===== src/rtl/ndis_pkg.sv =====
// ----------------------------------------------------------------------------
// ndis_pkg
// shared types and constants of the work-item index stepper
// ----------------------------------------------------------------------------
package ndis_pkg;

   localparam int SIZE_W    = 16;
   localparam int GLOBAL_W  = 32;
   localparam int DIM_W     = 2;
   localparam int CFG_IDX_W = 3;
   localparam int CFG_DIMS  = 3;

   localparam logic [CFG_IDX_W-1:0] CFG_WORK_DIMS     = 3'd0;
   localparam logic [CFG_IDX_W-1:0] CFG_LOCAL_SIZE_X  = 3'd1;
   localparam logic [CFG_IDX_W-1:0] CFG_LOCAL_SIZE_Y  = 3'd2;
   localparam logic [CFG_IDX_W-1:0] CFG_LOCAL_SIZE_Z  = 3'd3;
   localparam logic [CFG_IDX_W-1:0] CFG_GROUP_COUNT_X = 3'd4;
   localparam logic [CFG_IDX_W-1:0] CFG_GROUP_COUNT_Y = 3'd5;
   localparam logic [CFG_IDX_W-1:0] CFG_GROUP_COUNT_Z = 3'd6;

   typedef enum logic [2:0] {
      ST_IDLE,
      ST_STEP,
      ST_WAIT,
      ST_GLOB,
      ST_GADD,
      ST_FINISH
   } ndis_state_type;

   typedef struct packed {
      logic             load;
      logic             div_start;
      logic             digit_write;
      logic             set_done;
      logic             mul;
      logic             add;
      logic             out_load;
      logic             sel_group;
      logic [DIM_W-1:0] sel_dim;
   } ndis_cmd_type;

   typedef struct packed {
      logic             carry_zero;
      logic             range_done;
      logic             div_done;
      logic [DIM_W-1:0] dims;
   } ndis_status_type;

endpackage


===== src/rtl/ndis_div.sv =====
// ----------------------------------------------------------------------------
// ndis_div
// restoring divider, one quotient bit per cycle, 16-bit divisor
// ----------------------------------------------------------------------------
module ndis_div #(
   parameter int DIVIDEND_W = 19
) (
   input  logic                        clock,
   input  logic                        reset,
   input  logic                        start,
   input  logic [DIVIDEND_W-1:0]       dividend,
   input  logic [ndis_pkg::SIZE_W-1:0] divisor,
   output logic                        done,
   output logic [DIVIDEND_W-1:0]       quotient,
   output logic [ndis_pkg::SIZE_W-1:0] remainder
);
   import ndis_pkg::*;

   localparam int CNT_W = $clog2(DIVIDEND_W + 1);

   logic                  busy_ff, busy_in;
   logic                  done_ff, done_in;
   logic [CNT_W-1:0]      cnt_ff, cnt_in;
   logic [SIZE_W-1:0]     rem_ff, rem_in;
   logic [DIVIDEND_W-1:0] quo_ff, quo_in;
   logic [SIZE_W-1:0]     div_ff, div_in;
   logic [SIZE_W:0]       rem_shift;
   logic [SIZE_W:0]       rem_diff;
   logic                  ge;

   always_comb begin
      rem_shift = {rem_ff, quo_ff[DIVIDEND_W-1]};
      rem_diff  = rem_shift - {1'b0, div_ff};
      ge        = rem_shift >= {1'b0, div_ff};
      busy_in   = busy_ff;
      done_in   = 1'b0;
      cnt_in    = cnt_ff;
      rem_in    = rem_ff;
      quo_in    = quo_ff;
      div_in    = div_ff;
      if (start) begin
         busy_in = 1'b1;
         cnt_in  = CNT_W'(DIVIDEND_W);
         rem_in  = '0;
         quo_in  = dividend;
         div_in  = divisor;
      end else if (busy_ff) begin
         rem_in = ge ? rem_diff[SIZE_W-1:0] : rem_shift[SIZE_W-1:0];
         quo_in = {quo_ff[DIVIDEND_W-2:0], ge};
         cnt_in = cnt_ff - CNT_W'(1);
         if (cnt_ff == CNT_W'(1)) begin
            busy_in = 1'b0;
            done_in = 1'b1;
         end
      end
   end

   always_ff @(posedge clock) begin
      if (reset) begin
         busy_ff <= 1'b0;
         done_ff <= 1'b0;
         cnt_ff  <= '0;
      end else begin
         busy_ff <= busy_in;
         done_ff <= done_in;
         cnt_ff  <= cnt_in;
      end
   end

   always_ff @(posedge clock) begin
      rem_ff <= rem_in;
      quo_ff <= quo_in;
      div_ff <= div_in;
   end

   assign done      = done_ff;
   assign quotient  = quo_ff;
   assign remainder = rem_ff;

endmodule


===== src/rtl/ndis_datapath.sv =====
// ----------------------------------------------------------------------------
// ndis_datapath
// configuration, digit storage, carry divider, global id and result words
// ----------------------------------------------------------------------------
module ndis_datapath #(
   parameter int MAX_DIMS = 3,
   parameter int ID_WIDTH = 16
) (
   input  logic                           clock,
   input  logic                           reset,
   input  ndis_pkg::ndis_cmd_type         cmd,
   output ndis_pkg::ndis_status_type      status,
   input  logic                           csr_valid,
   input  logic [ndis_pkg::CFG_IDX_W-1:0] csr_index,
   input  logic [ndis_pkg::SIZE_W-1:0]    csr_data,
   input  logic [ndis_pkg::SIZE_W-1:0]    req_advance,
   output logic [ndis_pkg::SIZE_W-1:0]    out_local [ndis_pkg::CFG_DIMS],
   output logic [ndis_pkg::SIZE_W-1:0]    out_group [ndis_pkg::CFG_DIMS],
   output logic [ndis_pkg::GLOBAL_W-1:0]  out_global [ndis_pkg::CFG_DIMS],
   output logic                           out_past_end
);
   import ndis_pkg::*;

   localparam int BASE_W  = (ID_WIDTH > SIZE_W) ? ID_WIDTH : SIZE_W;
   localparam int CARRY_W = BASE_W + 3;

   logic [1:0]          work_dims_ff;
   logic [SIZE_W-1:0]   lsize_ff [CFG_DIMS];
   logic [SIZE_W-1:0]   gcount_ff [CFG_DIMS];

   logic [ID_WIDTH-1:0] local_ff [MAX_DIMS];
   logic [ID_WIDTH-1:0] group_ff [MAX_DIMS];
   logic                done_ff;
   logic [CARRY_W-1:0]  carry_ff;
   logic [GLOBAL_W-1:0] prod_ff;
   logic [GLOBAL_W-1:0] global_ff [MAX_DIMS];

   logic [SIZE_W-1:0]   res_local_ff [CFG_DIMS];
   logic [SIZE_W-1:0]   res_group_ff [CFG_DIMS];
   logic [GLOBAL_W-1:0] res_global_ff [CFG_DIMS];
   logic                res_done_ff;

   logic [DIM_W-1:0]    dims;
   logic [ID_WIDTH-1:0] sel_local;
   logic [ID_WIDTH-1:0] sel_group;
   logic [SIZE_W-1:0]   sel_lsize;
   logic [SIZE_W-1:0]   sel_gcount;
   logic [ID_WIDTH-1:0] sel_digit;
   logic [SIZE_W-1:0]   sel_radix;
   logic [CARRY_W-1:0]  dividend;
   logic [SIZE_W-1:0]   divisor;
   logic                div_done;
   logic [CARRY_W-1:0]  quotient;
   logic [SIZE_W-1:0]   remainder;
   logic [47:0]         prod_full;
   logic [ID_WIDTH-1:0] local_ext [CFG_DIMS];
   logic [ID_WIDTH-1:0] group_ext [CFG_DIMS];
   logic [GLOBAL_W-1:0] global_ext [CFG_DIMS];

   // active dimension count, clamped to 1..MAX_DIMS
   always_comb begin
      if (work_dims_ff == 2'd0) begin
         dims = 2'd1;
      end else if (work_dims_ff > DIM_W'(MAX_DIMS)) begin
         dims = DIM_W'(MAX_DIMS);
      end else begin
         dims = work_dims_ff;
      end
   end

   always_comb begin
      sel_local  = '0;
      sel_group  = '0;
      sel_lsize  = '0;
      sel_gcount = '0;
      for (int i = 0; i < MAX_DIMS; i++) begin
         if (cmd.sel_dim == DIM_W'(i)) begin
            sel_local  = local_ff[i];
            sel_group  = group_ff[i];
            sel_lsize  = lsize_ff[i];
            sel_gcount = gcount_ff[i];
         end
      end
      sel_digit = cmd.sel_group ? sel_group : sel_local;
      sel_radix = cmd.sel_group ? sel_gcount : sel_lsize;
      divisor   = (sel_radix == '0) ? SIZE_W'(1) : sel_radix;
      dividend  = CARRY_W'(sel_digit) + carry_ff;
      prod_full = 48'(GLOBAL_W'(sel_group)) * 48'(sel_lsize);
   end

   ndis_div #(
      .DIVIDEND_W(CARRY_W)
   ) u_div (
      .clock     (clock),
      .reset     (reset),
      .start     (cmd.div_start),
      .dividend  (dividend),
      .divisor   (divisor),
      .done      (div_done),
      .quotient  (quotient),
      .remainder (remainder)
   );

   // configuration registers
   always_ff @(posedge clock) begin
      if (reset) begin
         work_dims_ff <= 2'd1;
         for (int i = 0; i < CFG_DIMS; i++) begin
            lsize_ff[i]  <= SIZE_W'(1);
            gcount_ff[i] <= SIZE_W'(1);
         end
      end else if (csr_valid) begin
         case (csr_index)
            CFG_WORK_DIMS:     work_dims_ff <= csr_data[1:0];
            CFG_LOCAL_SIZE_X:  lsize_ff[0]  <= csr_data;
            CFG_LOCAL_SIZE_Y:  lsize_ff[1]  <= csr_data;
            CFG_LOCAL_SIZE_Z:  lsize_ff[2]  <= csr_data;
            CFG_GROUP_COUNT_X: gcount_ff[0] <= csr_data;
            CFG_GROUP_COUNT_Y: gcount_ff[1] <= csr_data;
            CFG_GROUP_COUNT_Z: gcount_ff[2] <= csr_data;
            default: ;
         endcase
      end
   end

   // counter digits and past-end flag
   always_ff @(posedge clock) begin
      if (reset) begin
         done_ff <= 1'b0;
         for (int i = 0; i < MAX_DIMS; i++) begin
            local_ff[i] <= '0;
            group_ff[i] <= '0;
         end
      end else if (cmd.set_done) begin
         done_ff <= 1'b1;
         for (int i = 0; i < MAX_DIMS; i++) begin
            local_ff[i] <= '0;
            group_ff[i] <= '0;
         end
      end else if (cmd.digit_write) begin
         for (int i = 0; i < MAX_DIMS; i++) begin
            if (cmd.sel_dim == DIM_W'(i)) begin
               if (cmd.sel_group) begin
                  group_ff[i] <= ID_WIDTH'(remainder);
               end else begin
                  local_ff[i] <= ID_WIDTH'(remainder);
               end
            end
         end
      end
   end

   always_ff @(posedge clock) begin
      if (cmd.load) begin
         carry_ff <= CARRY_W'(req_advance);
      end else if (cmd.digit_write) begin
         carry_ff <= quotient;
      end
      if (cmd.mul) begin
         prod_ff <= prod_full[GLOBAL_W-1:0];
      end
      if (cmd.add) begin
         for (int i = 0; i < MAX_DIMS; i++) begin
            if (cmd.sel_dim == DIM_W'(i)) begin
               global_ff[i] <= prod_ff + GLOBAL_W'(local_ff[i]);
            end
         end
      end
   end

   // result word
   always_comb begin
      for (int i = 0; i < CFG_DIMS; i++) begin
         local_ext[i]  = '0;
         group_ext[i]  = '0;
         global_ext[i] = '0;
      end
      for (int i = 0; i < MAX_DIMS; i++) begin
         if ((DIM_W'(i) < dims) && !done_ff) begin
            local_ext[i]  = local_ff[i];
            group_ext[i]  = group_ff[i];
            global_ext[i] = global_ff[i];
         end
      end
   end

   always_ff @(posedge clock) begin
      if (cmd.out_load) begin
         for (int i = 0; i < CFG_DIMS; i++) begin
            res_local_ff[i]  <= SIZE_W'(local_ext[i]);
            res_group_ff[i]  <= SIZE_W'(group_ext[i]);
            res_global_ff[i] <= global_ext[i];
         end
         res_done_ff <= done_ff;
      end
   end

   assign out_local    = res_local_ff;
   assign out_group    = res_group_ff;
   assign out_global   = res_global_ff;
   assign out_past_end = res_done_ff;

   assign status.carry_zero = (carry_ff == '0);
   assign status.range_done = done_ff;
   assign status.div_done   = div_done;
   assign status.dims       = dims;

endmodule


===== src/rtl/ndis_ctrl.sv =====
// ----------------------------------------------------------------------------
// ndis_ctrl
// step sequencer: walks the carry over the digits, then builds global ids
// ----------------------------------------------------------------------------
module ndis_ctrl #(
   parameter int MAX_DIMS = 3
) (
   input  logic                      clock,
   input  logic                      reset,
   input  logic                      req_valid,
   output logic                      req_stall,
   output logic                      rsp_valid,
   input  logic                      rsp_stall,
   input  ndis_pkg::ndis_status_type status,
   output ndis_pkg::ndis_cmd_type    cmd
);
   import ndis_pkg::*;

   ndis_state_type   state_ff, state_in;
   logic             grp_ff, grp_in;
   logic [DIM_W-1:0] dim_ff, dim_in;
   logic             rsp_valid_ff, rsp_valid_in;
   logic [DIM_W-1:0] dim_next;
   logic             out_free;

   always_ff @(posedge clock) begin
      if (reset) begin
         state_ff     <= ST_IDLE;
         grp_ff       <= 1'b0;
         dim_ff       <= '0;
         rsp_valid_ff <= 1'b0;
      end else begin
         state_ff     <= state_in;
         grp_ff       <= grp_in;
         dim_ff       <= dim_in;
         rsp_valid_ff <= rsp_valid_in;
      end
   end

   always_comb begin
      state_in     = state_ff;
      grp_in       = grp_ff;
      dim_in       = dim_ff;
      dim_next     = dim_ff + DIM_W'(1);
      out_free     = !rsp_valid_ff || !rsp_stall;
      rsp_valid_in = rsp_valid_ff && rsp_stall;
      req_stall    = 1'b1;
      cmd          = '0;
      cmd.sel_group = grp_ff;
      cmd.sel_dim   = dim_ff;
      case (state_ff)
         ST_IDLE: begin
            req_stall = 1'b0;
            if (req_valid) begin
               cmd.load = 1'b1;
               grp_in   = 1'b0;
               dim_in   = '0;
               state_in = ST_STEP;
            end
         end
         ST_STEP: begin
            if (status.range_done || status.carry_zero) begin
               grp_in   = 1'b1;
               dim_in   = '0;
               state_in = ST_GLOB;
            end else if (grp_ff && (dim_ff == status.dims)) begin
               cmd.set_done = 1'b1;
               dim_in       = '0;
               state_in     = ST_GLOB;
            end else begin
               cmd.div_start = 1'b1;
               state_in      = ST_WAIT;
            end
         end
         ST_WAIT: begin
            if (status.div_done) begin
               cmd.digit_write = 1'b1;
               if (dim_next == status.dims) begin
                  if (!grp_ff) begin
                     grp_in = 1'b1;
                     dim_in = '0;
                  end else begin
                     dim_in = status.dims;
                  end
               end else begin
                  dim_in = dim_next;
               end
               state_in = ST_STEP;
            end
         end
         ST_GLOB: begin
            cmd.sel_group = 1'b1;
            cmd.mul       = 1'b1;
            state_in      = ST_GADD;
         end
         ST_GADD: begin
            cmd.add = 1'b1;
            if (dim_ff == DIM_W'(MAX_DIMS - 1)) begin
               state_in = ST_FINISH;
            end else begin
               dim_in   = dim_next;
               state_in = ST_GLOB;
            end
         end
         ST_FINISH: begin
            if (out_free) begin
               cmd.out_load = 1'b1;
               rsp_valid_in = 1'b1;
               state_in     = ST_IDLE;
            end
         end
         default: begin
            state_in = ST_IDLE;
         end
      endcase
   end

   assign rsp_valid = rsp_valid_ff;

endmodule


===== src/rtl/ndrange_index_stepper_core.sv =====
// ----------------------------------------------------------------------------
// ndrange_index_stepper_core
// work-item index generator for a 1 to 3 dimensional dispatch range
//
// req channel: one word carries an advance count; the position, a
// mixed-radix counter of local digits then group digits, steps forward by it.
// rsp channel: one word per request with local, group and global ids per
// dimension and the sticky past-end flag.
// csr channel: csr_ready is always high; index 0 is work_dims, 1..3 the
// local sizes, 4..6 the group counts. Write only while no request is open.
// Each digit the carry reaches costs one division in the bit-serial carry
// divider, which is max(ID_WIDTH, 16) + 3 bits wide; then a product and a
// sum per dimension build the global ids, and the result word is loaded.
// One request is worked at a time, and the next is taken while the
// previous result waits.
// Reset clears the digits and the past-end flag and sets all configuration registers to 1.
// When rsp_stall holds the result, a finished next result waits for it.
// ----------------------------------------------------------------------------
module ndrange_index_stepper_core #(
   parameter int MAX_DIMS = 3,
   parameter int ID_WIDTH = 16
) (
   input  logic                           clock,
   input  logic                           reset,
   input  logic                           req_valid,
   output logic                           req_stall,
   input  logic [ndis_pkg::SIZE_W-1:0]    req_advance,
   output logic                           rsp_valid,
   input  logic                           rsp_stall,
   output logic [ndis_pkg::SIZE_W-1:0]    rsp_local_id_x,
   output logic [ndis_pkg::SIZE_W-1:0]    rsp_local_id_y,
   output logic [ndis_pkg::SIZE_W-1:0]    rsp_local_id_z,
   output logic [ndis_pkg::SIZE_W-1:0]    rsp_group_id_x,
   output logic [ndis_pkg::SIZE_W-1:0]    rsp_group_id_y,
   output logic [ndis_pkg::SIZE_W-1:0]    rsp_group_id_z,
   output logic [ndis_pkg::GLOBAL_W-1:0]  rsp_global_id_x,
   output logic [ndis_pkg::GLOBAL_W-1:0]  rsp_global_id_y,
   output logic [ndis_pkg::GLOBAL_W-1:0]  rsp_global_id_z,
   output logic                           rsp_past_end,
   input  logic                           csr_valid,
   output logic                           csr_ready,
   input  logic [ndis_pkg::CFG_IDX_W-1:0] csr_index,
   input  logic [ndis_pkg::SIZE_W-1:0]    csr_data
);
   import ndis_pkg::*;

   ndis_cmd_type    cmd;
   ndis_status_type status;
   logic [SIZE_W-1:0]   out_local [CFG_DIMS];
   logic [SIZE_W-1:0]   out_group [CFG_DIMS];
   logic [GLOBAL_W-1:0] out_global [CFG_DIMS];

   assign csr_ready = 1'b1;

   ndis_ctrl #(
      .MAX_DIMS(MAX_DIMS)
   ) u_ctrl (
      .clock     (clock),
      .reset     (reset),
      .req_valid (req_valid),
      .req_stall (req_stall),
      .rsp_valid (rsp_valid),
      .rsp_stall (rsp_stall),
      .status    (status),
      .cmd       (cmd)
   );

   ndis_datapath #(
      .MAX_DIMS(MAX_DIMS),
      .ID_WIDTH(ID_WIDTH)
   ) u_datapath (
      .clock        (clock),
      .reset        (reset),
      .cmd          (cmd),
      .status       (status),
      .csr_valid    (csr_valid),
      .csr_index    (csr_index),
      .csr_data     (csr_data),
      .req_advance  (req_advance),
      .out_local    (out_local),
      .out_group    (out_group),
      .out_global   (out_global),
      .out_past_end (rsp_past_end)
   );

   assign rsp_local_id_x  = out_local[0];
   assign rsp_local_id_y  = out_local[1];
   assign rsp_local_id_z  = out_local[2];
   assign rsp_group_id_x  = out_group[0];
   assign rsp_group_id_y  = out_group[1];
   assign rsp_group_id_z  = out_group[2];
   assign rsp_global_id_x = out_global[0];
   assign rsp_global_id_y = out_global[1];
   assign rsp_global_id_z = out_global[2];

endmodule

===== config.mk =====
export PLATFORM = sky130hd
export DESIGN_NAME = ndrange_index_stepper_core
export DESIGN_NICKNAME = d
export VERILOG_FILES = /design/src/rtl/ndis_pkg.sv /design/src/rtl/ndis_div.sv /design/src/rtl/ndis_datapath.sv /design/src/rtl/ndis_ctrl.sv /design/src/rtl/ndrange_index_stepper_core.sv
export SDC_FILE = /design/constraint.sdc
export NUM_CORES = 2
export LEC_CHECK = 0
export BUFFER_PORTS_ARGS = -buffer_cell sky130_fd_sc_hd__buf_4
export CAP_MARGIN = 20
export CORE_MARGIN = 5
export CORE_UTILIZATION = 30
export DETAILED_ROUTE_END_ITERATION = 12
export PLACE_DENSITY = 0.43
export SKIP_CTS_REPAIR_TIMING = 1
export SYNTH_ARGS = -nofsm -noshare
export SYNTH_HDL_FRONTEND = slang
export SYNTH_SLANG_ARGS = --single-unit

===== constraint.sdc =====
create_clock -name clock -period 17.3 [get_ports clock]
set_input_delay 2.595 -clock clock [delete_from_list [all_inputs] [get_ports clock]]
set_output_delay 2.595 -clock clock [all_outputs]
set_load 0.05 [all_outputs]

# Word-level counts from Yosys, hierarchy flattened
# Memory sizes are Yosys's and may differ from the RTL's. A register that Yosys moved wholly into a read port is not among the register bits.
# Cells that the tools add are included.
# word_totals
regBits	216
latchBits	0
ramBits	288
mem_bits_ro	0
input_bits	40
out_inout_bits	196
n_memories	5
# op_classes
add_sub_neg	7
n_mul	1
div_mod_pow	0
magnitude_cmp	5
n_eq_ne	23
shift	0
mux	159
n_bitwise	19
n_reduce_logical	31
# mem_list
name	depth	word_bits	rd	rd_clocked_by_memory_dff	write_ports	line	rtl
u_datapath.global_ff	3	32	3	3	1	ndis_datapath.sv:36	logic [GLOBAL_W-1:0] global_ff [MAX_DIMS];
u_datapath.gcount_ff	3	16	3	0	3	ndis_datapath.sv:29	logic [SIZE_W-1:0] gcount_ff [CFG_DIMS];
u_datapath.group_ff	3	16	3	0	3	ndis_datapath.sv:32	logic [ID_WIDTH-1:0] group_ff [MAX_DIMS];
u_datapath.local_ff	3	16	3	0	3	ndis_datapath.sv:31	logic [ID_WIDTH-1:0] local_ff [MAX_DIMS];
u_datapath.lsize_ff	3	16	3	0	3	ndis_datapath.sv:28	logic [SIZE_W-1:0] lsize_ff [CFG_DIMS];
# ops
op	n
two-way mux 16 bit	35
two-way mux 1 bit	100
adder 32 x 16 -> 32 bit	3
two-way mux 32 bit	2
OR reduction 32 bit	2
two-way mux 19 bit	2
multiplier 16 x 16 -> 32 bit	1
two-way mux 2 bit	11
adder 16 x 19 -> 19 bit	1
logical NOT 19 bit	1
bitwise OR 1 bit	18
case mux 3 bit (6 select lines)	1
greater-or-equal comparator 17 x 16 -> 1 bit	1
logical NOT 16 bit	1
subtractor 16 bit	1
== test 3 bit, second input constant	5
== test 3 x 2 -> 1 bit, second input constant	4
two-way mux 3 bit	4
two-way mux 5 bit	2
AND reduction 5 bit	2
inequality test 2 x 1 -> 1 bit, second input constant	4
case mux 2 bit (4 select lines)	1
== test 3 x 1 -> 1 bit, second input constant	2
logical NOT 1 bit	6
24 further kinds	35

# Longest topological paths before layout
# logic_depth
ltp_word	13
mapped_depth	32

# Cells and area by module
# A second synthesis with hierarchy kept.
# hier_totals
cells_unflattened	3070
hier_area_um2	35957.0
# modules_own_cells
mod	instances	cells_per_inst	area_per_inst_um2
ndis_datapath	1	2684	32092.0
ndis_div	1	308	3301.9
ndis_ctrl	1	76	551.8
ndrange_index_stepper_core	1	2	11.3

# Least setup slack after synthesis
# OpenSTA, ideal clock, no wires.
# synth_path
path_type	input -> register
start	in rsp_stall
end	reg u_datapath.res_global_ff, in the netlist u_datapath.out_global[0], read port of u_datapath.global_ff (enable)
arrival_ns	11.648
slack_ns	4.842
path_stages	1
n_path_buf	0
path_cell_list	a21oi_1
# synth_between
elab_chain_cells	4
# synth_rtl
element	line	rtl
start: declaration	ndrange_index_stepper_core.sv:29	input logic rsp_stall,
logical NOT 1 bit	ndis_ctrl.sv:45	out_free = !rsp_valid_ff || !rsp_stall;
logical OR 1 bit	ndis_ctrl.sv:45	
two-way mux 1 bit	ndis_ctrl.sv:106	if (out_free) begin
two-way mux 1 bit	ndis_ctrl.sv:51	case (state_ff)
end: declaration	ndis_datapath.sv:40	logic [GLOBAL_W-1:0] res_global_ff [CFG_DIMS];
# No other way between the ends.
# A chain may end at the register's enable or synchronous reset.

# Worst setup path after layout
# layout_path
start	reg u_ctrl.dim_ff[0]
end	reg u_datapath.prod_ff[30] (data pin)
# layout_between
elab_chain_cells	5
elab_cells_between_ends	10
classes_between	1 x mul; 2 x eq/ne; 6 x mux; 1 x reduce/logical
# layout_rtl
element	line	rtl
start: declaration	ndis_ctrl.sv:21	logic [DIM_W-1:0] dim_ff, dim_in;
start signal: assignment	ndis_ctrl.sv:35	dim_ff <= dim_in;
logical NOT 2 bit	ndis_datapath.sv:77	if (cmd.sel_dim == DIM_W'(i)) begin
two-way mux 16 bit (3 in a row)	ndis_datapath.sv:77	
multiplier 16 x 16 -> 32 bit (*)	ndis_datapath.sv:88	prod_full = 48'(GLOBAL_W'(sel_group)) * 48'(sel_lsize);
net u_datapath.prod_full[30]	ndis_datapath.sv:55	logic [47:0] prod_full;
end signal: assignment	ndis_datapath.sv:160	prod_ff <= prod_full[GLOBAL_W-1:0];
end: declaration	ndis_datapath.sv:35	logic [GLOBAL_W-1:0] prod_ff;
# Mark *: on every way through the listed nets, which the timed path passes. The rest lies on a longest branch.

==> run summary <==
Worst path bufs/invs -> 5
Ant. Diodes -> 0
Initial core utilization -> 0.3012
Post-synth top flop -> edfxtp_1
Fmax -> 115.9 MHz
Number of global-route vias before repair -> 25,250
Worst-Skew Late Latency -> 0.64 ns
Largest net degree at the start of global routing -> 103
Synth-to-layout area growth -> 16.21%
H-tree Lvls -> 3
Async SR Flop Fraction -> 0
CP max stage cell -> o21ai_1
Root buf cell -> clkbuf_16
CTS tree -> yes
Commonest non-fill, non-tap cells in the layout -> edfxtp_1, nand2_1, inv_1, buf_4, nor2_1
Core footprint -> 0.1197 mm²
Synth area leader -> edfxtp_1
Register area share after synthesis -> 0.4899
DR iter-0 viols -> 1,818
Synth warn -> 0
Setup TNS -> 0 ns
VDD IR-drop max -> 0.1393 mV
Final ANT Viol Nets -> 0
Commonest non-fill, non-tap cell in the layout -> edfxtp_1
Final period util -> 0.4986
Post-synthesis cell area -> 0.03604 mm²
MaxCap Viol Count -> 0
DR WL/cell -> 22.07 µm
Post-Synth XOR/XNOR Area -> 0.03329
PwrDens -> 133.2 mW/mm²
Number of flops mapped to enable cells by yosys -> 564
CP Launch Type -> register
Routed wire length -> 112,800 µm
Drt via density -> 4.750
Worst path max stage delay -> 0.73 ns
Net Count, Synth -> 3,663
Fin. Hold Viols -> 0
Relative slew slack -> 0.2489
Multiplexer share of the synthesized area -> 0.01333
Simple-gate portion of the synthesized area -> 0.1480
# DRC -> 0
Register bit count reported by yosys -> 600
Netlist cell types -> 78
Routability Congestion -> 0.8449
Status -> completed
Die W -> 356.6 µm
Port bufs -> 234
Hpwl dp -> 86,000 µm
Share of layout cells above drive strength 1 -> 0.1252
Period minus WS final -> 8.627 ns
Setup Viol. Count Final -> 0
Final #Nets -> 3,871
GRT Total Usage -> 0.1768
Pleak -> 0.01734 µW
Site Rows -> 127
CP Max Fanout -> 23
Post-route insts no fill -> 5,111
First-pass GRT wire length -> 167,700 µm
Worst-path clk slew -> 0.06 ns
# IOs -> 236
CTS Sinks -> 600
Largest family of logic cells by synthesized area -> adder cells
Synth Instances -> 3,235
CP Data Required Time -> 17.66 ns
Die area -> 0.1272 mm²
Worst Hold Class -> register to register
Critical path's top delay family -> adder cells
Most common cell on crit path -> fa_1
Compound-Gate Fraction of Synth Area -> 0.09162
Vias -> 24,280
DRT Pass-1 Iters -> 6
Die Ht -> 356.6 µm
GR Overflow Total -> 0
RSZ-0062 raised after global routing -> false
Clock tree buffer depth -> 3
Critical Path Sink Type -> register
Dpl cells -> 4,983
Post-Synth Adder-Cell Area -> 0.1761
Critical path arrival -> 8.99 ns
Worst Skew -> 0.02795 ns
CTS buffer count -> 70
Critical path class -> register to register
Top cell type's share of synthesized area -> 0.4699
Slew Limit Fails -> 0
Synth top area cells -> edfxtp_1, fa_1, ha_1
Worst-margin pin slew -> 1.119 ns
Syn Area/Cell -> 11.14 µm²
Initial antenna violation count -> 10
## power breakdown
group	switching, µW	internal [µW]
logic	1350	915
clock network	617	829
registers	103	1770
total	2070	3510
## routing by layer
layer / vias up / GRT usage / routed length (µm)
li1: 11590 / - / -
met4: 2 / 0.04917 / 3035
met3: 144 / 0.03215 / 6419
met2: 652 / 0.2897 / 52140
met1: 11900 / 0.2412 / 51170
met5: - / 0 / 13
## cells in the mapped netlist (all sizes together), types with 14 or more instances
| cell | n |
|---|---|
| nand3 | 37 |
| and2 | 149 |
| xor2 | 51 |
| mux2i | 21 |
| a22oi | 31 |
| xnor2 | 86 |
| nor3 | 35 |
| o21a | 39 |
| nor2 | 244 |
| a21oi | 131 |
| fa | 199 |
| edfxtp | 564 |
| nand4 | 14 |
| clkbuf | 120 |
| nor3b | 16 |
| buf | 26 |
| a31oi | 16 |
| and3 | 81 |
| nand2b | 29 |
| ha | 189 |
| nor2b | 94 |
| dfxtp | 36 |
| o21bai | 16 |
| a21o | 39 |
| o21ai | 173 |
| inv | 303 |
| nand2 | 339 |
| mux2 | 24 |
## final cells by class
type	count	area, µm²
fill	12030	77770
multi-input combinational	2185	16730
clock inverter	29	205.2
timing repair buffer	282	2117
sequential	600	17660
inverter	304	1141
clock buffer	99	2007
tap	1612	2017
## per-stage QoR
step / cell area, µm² / utilization / power [µW] / hold slack (ns) / worst slack, ns
floorplan: 36040 / - / 3573 / 0.4715 / 4.842
global placement: 39670 / 0.3316 / 4187 / 0.4997 / 8.738
detailed placement: 39670 / 0.3316 / 4165 / 0.5022 / 8.602
CTS: 41880 / 0.3500 / 5647 / 0.5156 / 8.534
global route: 41880 / 0.3500 / 6044 / 0.5275 / 8.032
finish: 41880 / 0.3500 / 5577 / 0.5122 / 8.673
## flip-flops by register name, indices dropped and copies added, names as in the netlist, 32 cells and up
signal                 cells
u_datapath.out_local      48
u_datapath.local_ff       48
u_datapath.prod_ff        32
u_datapath.gcount_ff      48
u_datapath.out_global     96
u_datapath.global_ff      96
u_datapath.out_group      48
u_datapath.lsize_ff       48
u_datapath.group_ff       48
## path summary, 6_finish.rpt
path	cells after the start	endpoint	start	slack, ns
setup / recovery	26	u_datapath.prod_ff[30]	u_ctrl.dim_ff[0]	8.67
hold / removal	1	u_datapath.out_global[40]	u_datapath.global_ff[1][8]	0.51
setup reg to reg	26	u_datapath.prod_ff[30]	u_ctrl.dim_ff[0]	8.67
hold reg to reg	1	u_datapath.out_global[40]	u_datapath.global_ff[1][8]	0.51
## worst reg2reg max path: cells and delay by family, from the launching register on
family / cells / cell delay (ns)
AOI/OAI and AO/OA: 6 / 2.11
adders and majority gates: 8 / 4.14
DFF: 1 / 0.38
xor gates and xnor gates: 1 / 0.09
buffers and inverters: 5 / 0.76
and+or+nand+nor: 6 / 0.88
## kinds of logic (layout without fill, tap and decap cells)
logic type,count (synthesis),after routing
XOR/XNOR,137,137
adder cells (fa/ha/maj),388,388
AND/OR/NAND/NOR,1086,1086
multiplexers,45,45
flip-flops,600,600
other,1,1
AO/OA/AOI/OAI,528,528
buffers and inverters,450,714
Note: power is estimated with default switching activity, not from simulation.
